<file path="src/ffca_pkg.sv">
`timescale 1ns / 1ps
// shared types and constants for the first-fit coalescing allocator
// no dependencies

package ffca_pkg;

  localparam int KIND_W  = 1;
  localparam int REQ_W   = 13;
  localparam int REL_W   = 12;
  localparam int OFF_W   = 12;
  localparam int SLACK_W = 8;

  localparam logic [SLACK_W-1:0] SLACK_RESET = 8'd100;

  localparam logic KIND_ALLOC = 1'b0;
  localparam logic KIND_FREE  = 1'b1;

  typedef enum logic [4:0] {
    S_CLEAR,
    S_INIT,
    S_IDLE,
    S_START,
    S_A_RD,
    S_A_CHK,
    S_A_UNL,
    S_A_REST,
    S_F_RD,
    S_F_CHK,
    S_I_START,
    S_I_RD,
    S_I_CHK,
    S_I_POS,
    S_I_RDP,
    S_I_RDN,
    S_I_GETN,
    S_I_MRG,
    S_I_W2,
    S_I_W2N,
    S_FIN_OK,
    S_FIN_FAIL
  } state_t;

  typedef enum logic [4:0] {
    OP_NONE,
    OP_CLEAR,
    OP_INIT,
    OP_LATCH,
    OP_A_START,
    OP_RD_CUR,
    OP_A_NEXT,
    OP_A_TAKE,
    OP_A_UNLINK,
    OP_A_REST,
    OP_F_START,
    OP_RD_B,
    OP_F_MARK,
    OP_I_HEAD_ONLY,
    OP_I_START,
    OP_RD_W,
    OP_I_NEXT,
    OP_I_STOP,
    OP_I_POS,
    OP_RD_P,
    OP_RD_N,
    OP_GET_N,
    OP_M_LINK,
    OP_M_PREV,
    OP_M_NEXT,
    OP_M_BOTH,
    OP_W2,
    OP_W2N,
    OP_PUSH_OK,
    OP_PUSH_FAIL
  } op_t;

  typedef struct packed {
    logic clr_last;
    logic kind;
    logic head_blk;
    logic fit;
    logic next_blk;
    logic split;
    logic rel_ok;
    logic used;
    logic stop;
    logic same;
    logic pc;
    logic nc;
    logic out_free;
  } dp_status_t;

endpackage

</file>
<file path="src/ffca_ctrl.sv">
`timescale 1ns / 1ps
// sequencer for the allocator: clearing pass, list walks, unlink, split and merge
// depends on ffca_pkg

module ffca_ctrl (
  input  logic              clk,
  input  logic              rst,
  input  logic              in_valid,
  input  ffca_pkg::dp_status_t st,
  output ffca_pkg::op_t     op,
  output logic              busy
);
  import ffca_pkg::*;

  state_t state;
  state_t state_next;

  always_ff @(posedge clk) begin
    if (rst) begin
      state <= S_CLEAR;
    end else begin
      state <= state_next;
    end
  end

  // next state
  always_comb begin
    state_next = state;
    unique case (state)
      S_CLEAR:    if (st.clr_last) state_next = S_INIT;
      S_INIT:     state_next = S_IDLE;
      S_IDLE:     if (in_valid) state_next = S_START;
      S_START: begin
        if (st.kind == KIND_FREE) begin
          state_next = st.rel_ok ? S_F_RD : S_FIN_FAIL;
        end else begin
          state_next = st.head_blk ? S_A_RD : S_FIN_FAIL;
        end
      end
      S_A_RD:     state_next = S_A_CHK;
      S_A_CHK: begin
        if (st.fit) state_next = S_A_UNL;
        else        state_next = st.next_blk ? S_A_RD : S_FIN_FAIL;
      end
      S_A_UNL:    state_next = st.split ? S_A_REST : S_FIN_OK;
      S_A_REST:   state_next = S_I_START;
      S_F_RD:     state_next = S_F_CHK;
      S_F_CHK:    state_next = st.used ? S_I_START : S_FIN_FAIL;
      S_I_START:  state_next = st.head_blk ? S_I_RD : S_FIN_OK;
      S_I_RD:     state_next = S_I_CHK;
      S_I_CHK:    state_next = st.stop ? S_I_POS : S_I_RD;
      S_I_POS:    state_next = st.same ? S_FIN_OK : S_I_RDP;
      S_I_RDP:    state_next = S_I_RDN;
      S_I_RDN:    state_next = S_I_GETN;
      S_I_GETN:   state_next = S_I_MRG;
      S_I_MRG: begin
        priority if (st.pc) state_next = S_FIN_OK;
        else if (st.nc)     state_next = S_I_W2N;
        else                state_next = S_I_W2;
      end
      S_I_W2:     state_next = S_FIN_OK;
      S_I_W2N:    state_next = S_FIN_OK;
      S_FIN_OK:   if (st.out_free) state_next = S_IDLE;
      S_FIN_FAIL: if (st.out_free) state_next = S_IDLE;
      default:    state_next = S_CLEAR;
    endcase
  end

  // command to the datapath
  always_comb begin
    op   = OP_NONE;
    busy = (state != S_IDLE);
    unique case (state)
      S_CLEAR:    op = OP_CLEAR;
      S_INIT:     op = OP_INIT;
      S_IDLE:     op = in_valid ? OP_LATCH : OP_NONE;
      S_START:    op = (st.kind == KIND_FREE) ? OP_F_START : OP_A_START;
      S_A_RD:     op = OP_RD_CUR;
      S_A_CHK:    op = st.fit ? OP_A_TAKE : OP_A_NEXT;
      S_A_UNL:    op = OP_A_UNLINK;
      S_A_REST:   op = OP_A_REST;
      S_F_RD:     op = OP_RD_B;
      S_F_CHK:    op = st.used ? OP_F_MARK : OP_NONE;
      S_I_START:  op = st.head_blk ? OP_I_START : OP_I_HEAD_ONLY;
      S_I_RD:     op = OP_RD_W;
      S_I_CHK:    op = st.stop ? OP_I_STOP : OP_I_NEXT;
      S_I_POS:    op = st.same ? OP_NONE : OP_I_POS;
      S_I_RDP:    op = OP_RD_P;
      S_I_RDN:    op = OP_RD_N;
      S_I_GETN:   op = OP_GET_N;
      S_I_MRG: begin
        priority if (st.pc && st.nc) op = OP_M_BOTH;
        else if (st.pc)              op = OP_M_PREV;
        else if (st.nc)              op = OP_M_NEXT;
        else                         op = OP_M_LINK;
      end
      S_I_W2:     op = OP_W2;
      S_I_W2N:    op = OP_W2N;
      S_FIN_OK:   op = st.out_free ? OP_PUSH_OK : OP_NONE;
      S_FIN_FAIL: op = st.out_free ? OP_PUSH_FAIL : OP_NONE;
      default:    op = OP_NONE;
    endcase
  end

endmodule

</file>
<file path="config.mk">
export PLATFORM = sky130hd
export DESIGN_NAME = ffca_ctrl
export DESIGN_NICKNAME = d
export VERILOG_FILES = /design/src/ffca_pkg.sv /design/src/ffca_ctrl.sv
export SDC_FILE = /design/constraint.sdc
export NUM_CORES = 1
export LEC_CHECK = 0
export ABC_CLOCK_PERIOD_IN_PS = 3800
export BUFFER_PORTS_ARGS = -buffer_cell sky130_fd_sc_hd__buf_2
export CORE_UTILIZATION = 57
export DETAILED_ROUTE_END_ITERATION = 10
export PLACE_DENSITY = 0.92
export SETUP_SLACK_MARGIN = 0.1
export SYNTH_ARGS = -nofsm -noshare
export SYNTH_HDL_FRONTEND = slang
export SYNTH_SLANG_ARGS = --single-unit
</file>
<file path="constraint.sdc">
create_clock -name clk -period 3.8 [get_ports clk]
set_input_delay 0.38 -clock clk [delete_from_list [all_inputs] [get_ports clk]]
set_output_delay 0.38 -clock clk [all_outputs]
set_load 0.02 [all_outputs]
</file>
==> implementation parameters <==
Parameter                              Value

Worst setup path
  End point of the critical path ... op[0]
  Critical path data required time ... 3.42 ns
  Cells along the critical path ... nor3b_4 -> and2_4 -> a32o_1 -> or4_1 -> buf_2
  CP endpoint kind ... output pin
  Worst R2R Path Depth ... 5
  Launching instance or port of the critical path ... state[1]
  Highest-delay cell along the critical path ... dfxtp_1
  Endpoint of the worst-slack reg-to-reg timing path ... state[0]
  Category of the most critical setup path ... reg2out
  Highest fanout seen on the critical path ... 30
  Minimum setup slack among reg-to-reg paths ... 1.56 ns
  Slowest cell delay on critical path ... 0.98 ns
  R2R Path Start ... state[1]
  Startpoint class of the critical path ... flop
  Critical Path AT ... 2.46 ns

Finish
  Register with the most flip-flops ... state
  Area growth from synthesis to layout ... 9.28%
  Proportion of layout cells with a drive suffix above 1 ... 17.5%
  Fillcell total ... 131
  FF+latch area ... 100 um^2
  Area occupied by multi-input gates ... 756 um^2
  Registers with the highest flip-flop counts ... state: 5 flops
  Max FFs per register ... 5
  Diode count ... 0
  Layout Nets ... 183

Placement
  Number of input and output port buffers inserted ... 21
  Post-placement worst setup slack ... 1.28 ns
  Detail Placement HPWL ... 2.13 mm
  Routability congestion estimate ... 1.04

Logic synthesis
  Adder and majority gate portion of the synthesized area ... 0%
  Compound-cell area share of the yosys netlist ... 39.6%
  Synthesized flop and latch total ... 5
  Dominant synthesized flop cell ... dfxtp_1
  Post-synthesis cell count ... 153
  Cell area after technology mapping ... 957 um^2
  Fraction of the mapped netlist area in simple logic gates ... 37.3%
  Largest family of logic cells by synthesized area ... compound AO/OA/AOI/OAI gates
  Part of the Yosys area used for sequential elements ... 10.5%
  Portion of synthesized cell area occupied by the leading cell type ... 10.5%
  Biggest area consumer among synthesized cells ... dfxtp_1
  Post-synthesis share of cell area spent on xor and xnor gates ... 0%
  Share of synthesized flip-flops with an asynchronous set or reset ... 0%
  Number of flops mapped to enable cells by yosys ... 0
  Top cells by count, synth ... 17 x nand2_1, 17 x nor2_1, 16 x a21oi_1, 10 x o21ai_0, 9 x buf_2
  Fraction of synthesized area in multiplexers ... 2.09%
  Net count after synthesis ... 169
  Mean cell area of the mapped netlist ... 6.26 um^2
  Top cells by area in the synthesized netlist ... dfxtp_1 10%, a21oi_1 8.4%, nand2_1 6.7%
  Number of different library cells in the post-synthesis netlist ... 38
  Total of warnings raised by yosys ... 0

Route
  Initial DRT Pass Iterations ... 7
  Met3 wire len ... 336 um
  Highest metal layer used by the detailed router ... met4
  Detailed-route wire length ... 2.90 mm
  Avg Vias per Cell ... 6.95
  Residual DRC count ... 0
  Starting DRC count in detailed routing ... 131
  Wire length on met1 ... 1.13 mm
  Met2 wirelength from detailed routing ... 1.32 mm
  Routed via count ... 1,265
  Wire per inst ... 15.9 um
  Number of antenna-violating nets in the routed design ... 0

GRT
  Congestion Overflow GR ... 0
  Number of antenna violations at the first check in global routing ... 0
  Overall fraction of global-route tracks in use ... 32.3%
  Number of global-route vias before repair ... 1,004
  Pin count of the biggest net entering global routing ... 31
  Wire length of the first global-routing pass ... 4.53 mm

Timing
  Normalized max-slew margin ... 32.9%
  Least-Margin Pin Slew ... 1.01 ns
  Worst setup slack after layout ... 0.958 ns
  FMAX ... 0.352 GHz
  Minimum clock period after layout ... 2.84 ns
  Total Negative Setup Slacks ... 0 ns
  Period utilisation layout ... 74.8%
  Final number of hold-violating endpoints ... 0
  Clock skew ... 0.00557 ns
  Final number of setup-violating endpoints ... 0
  Total count of max-transition violations in the final report ... 0
  Setup repair after global routing missed its margin ... false

Clock network
  Post-cts sizing count ... 0
  Max Root-Sink Buffers ... 2
  Clk root buf ... clkbuf_4
  Clock buffer count from CTS ... 3
  Post-CTS setup buffer count ... 0
  Post-CTS clock slew at the launch and capture registers of the worst setup and hold paths ... 0.05 ns
  Latest clock arrival within the worst-skew pair ... 0.25 ns
  CTS Hold Bufs ... 0
  Htree depth ... 1
  Number of sinks on the clock net ... 5
  Clock tree from TritonCTS ... done

Floorplan
  Chip Width ... 43.0 um
  Area of the die ... 1850 um^2
  Number of rows in the core area ... 14
  Starting density of the core ... 62.1%
  Num ports ... 22
  Core Region ... 1540 um^2
  Chip Height ... 43.0 um

Pwr
  Ratio of total power to cell area ... 282 nW/um^2
  Clock power frac ... 21.2%
  Switching share of power ... 47.3%
  Leakage power ... 0.000423 uW
  Max rail drop VDD ... 0.000223 V
  Share of power burned in combinational logic ... 48.7%
  Switching power summed over all nets ... 139 uW
  Sequential share of power ... 30.1%
  Internal power summed over all cells ... 155 uW

Hold path
  Path class of the lowest-slack min-delay path ... in2reg

Outcome
  Status ... complete, no violations

Flow run
  Max capacitance violation total ... 0
-- placed cells by master (no fill, tap or decap), types with 3 or more instances in the layout --
master | Yosys | layout
nor2b_1 | 8 | 8
a21oi_1 | 16 | 16
nand2b_1 | 6 | 6
o21ai_0 | 10 | 10
buf_2 | 9 | 21
a22oi_1 | 5 | 5
nand3_1 | 3 | 3
nand2_1 | 17 | 17
a21o_1 | 4 | 4
dfxtp_1 | 5 | 5
nand3b_1 | 4 | 4
nor2_1 | 17 | 17
nor3_1 | 6 | 6
clkbuf_4 | 0 | 3
a31oi_1 | 7 | 7
inv_1 | 6 | 6
-- routing by layer --
layer / vias to the layer above / track usage [%]
met5: - / 0
met4: 0 / 12.7
met3: 17 / 6.81
met2: 105 / 50.9
met1: 559 / 42.8
li1: 584 / -
-- worst min-delay path by stage --
| stage | cells past startpoint | from | to |
|---|---|---|---|
| after floorplan | 1 | rst | state[2] |
| after global placement | 2 | rst | state[2] |
| after detailed placement | 2 | rst | state[2] |
| after CTS | 2 | rst | state[2] |
| after global routing | 2 | rst | state[2] |
| final | 2 | rst | state[2] |
-- worst max-delay path, delay by kind of cell (launching register included) --
| family | cells | cell delay (ns) |
|---|---|---|
| buffers and inverters | 1 | 0.17 |
| AOI/OAI and AO/OA | 1 | 0.22 |
| DFF | 1 | 0.98 |
| and+or+nand+nor | 3 | 0.84 |
-- power groups by stage --
stage | registers [uW] | logic, uW | clock network (uW)
2_1_floorplan | 60.8 | 129 | 0
3_3_place_gp | 86.8 | 137 | 0
3_5_place_dp | 87.7 | 139 | 0
4_1_cts | 86.6 | 140 | 63.9
5_1_grt | 90.9 | 155 | 66.4
6_report | 88.7 | 143 | 62.5
-- metrics by stage --
stage / util [%] / total power [uW] / area [um^2] / hold WS, ns / instances
floorplan: - / 189 / 957 / 0.449 / 153
global placement: 66.1 / 224 / 1020 / 0.621 / 178
detailed placement: 66.1 / 227 / 1020 / 0.619 / 178
CTS: 67.9 / 291 / 1050 / 0.359 / 182
global route: 67.9 / 312 / 1050 / 0.382 / 182
finish: 67.9 / 295 / 1050 / 0.364 / 182
-- final cells by class --
cell class,instances,area share [%]
clock buffer,3,2.15
clock inverter,1,0.478
inverter,6,2.15
multi-input combinational,128,72.2
sequential,5,9.57
tap,16,1.91
timing repair buffer,23,11.5
-- kinds of logic after synthesis --
group | count (synthesis)
and+or+nand+nor | 68
AOI/OAI and AO/OA | 58
buffers and inverters | 20
muxes | 2
DFF | 5
(Power assumes the default switching activity.)
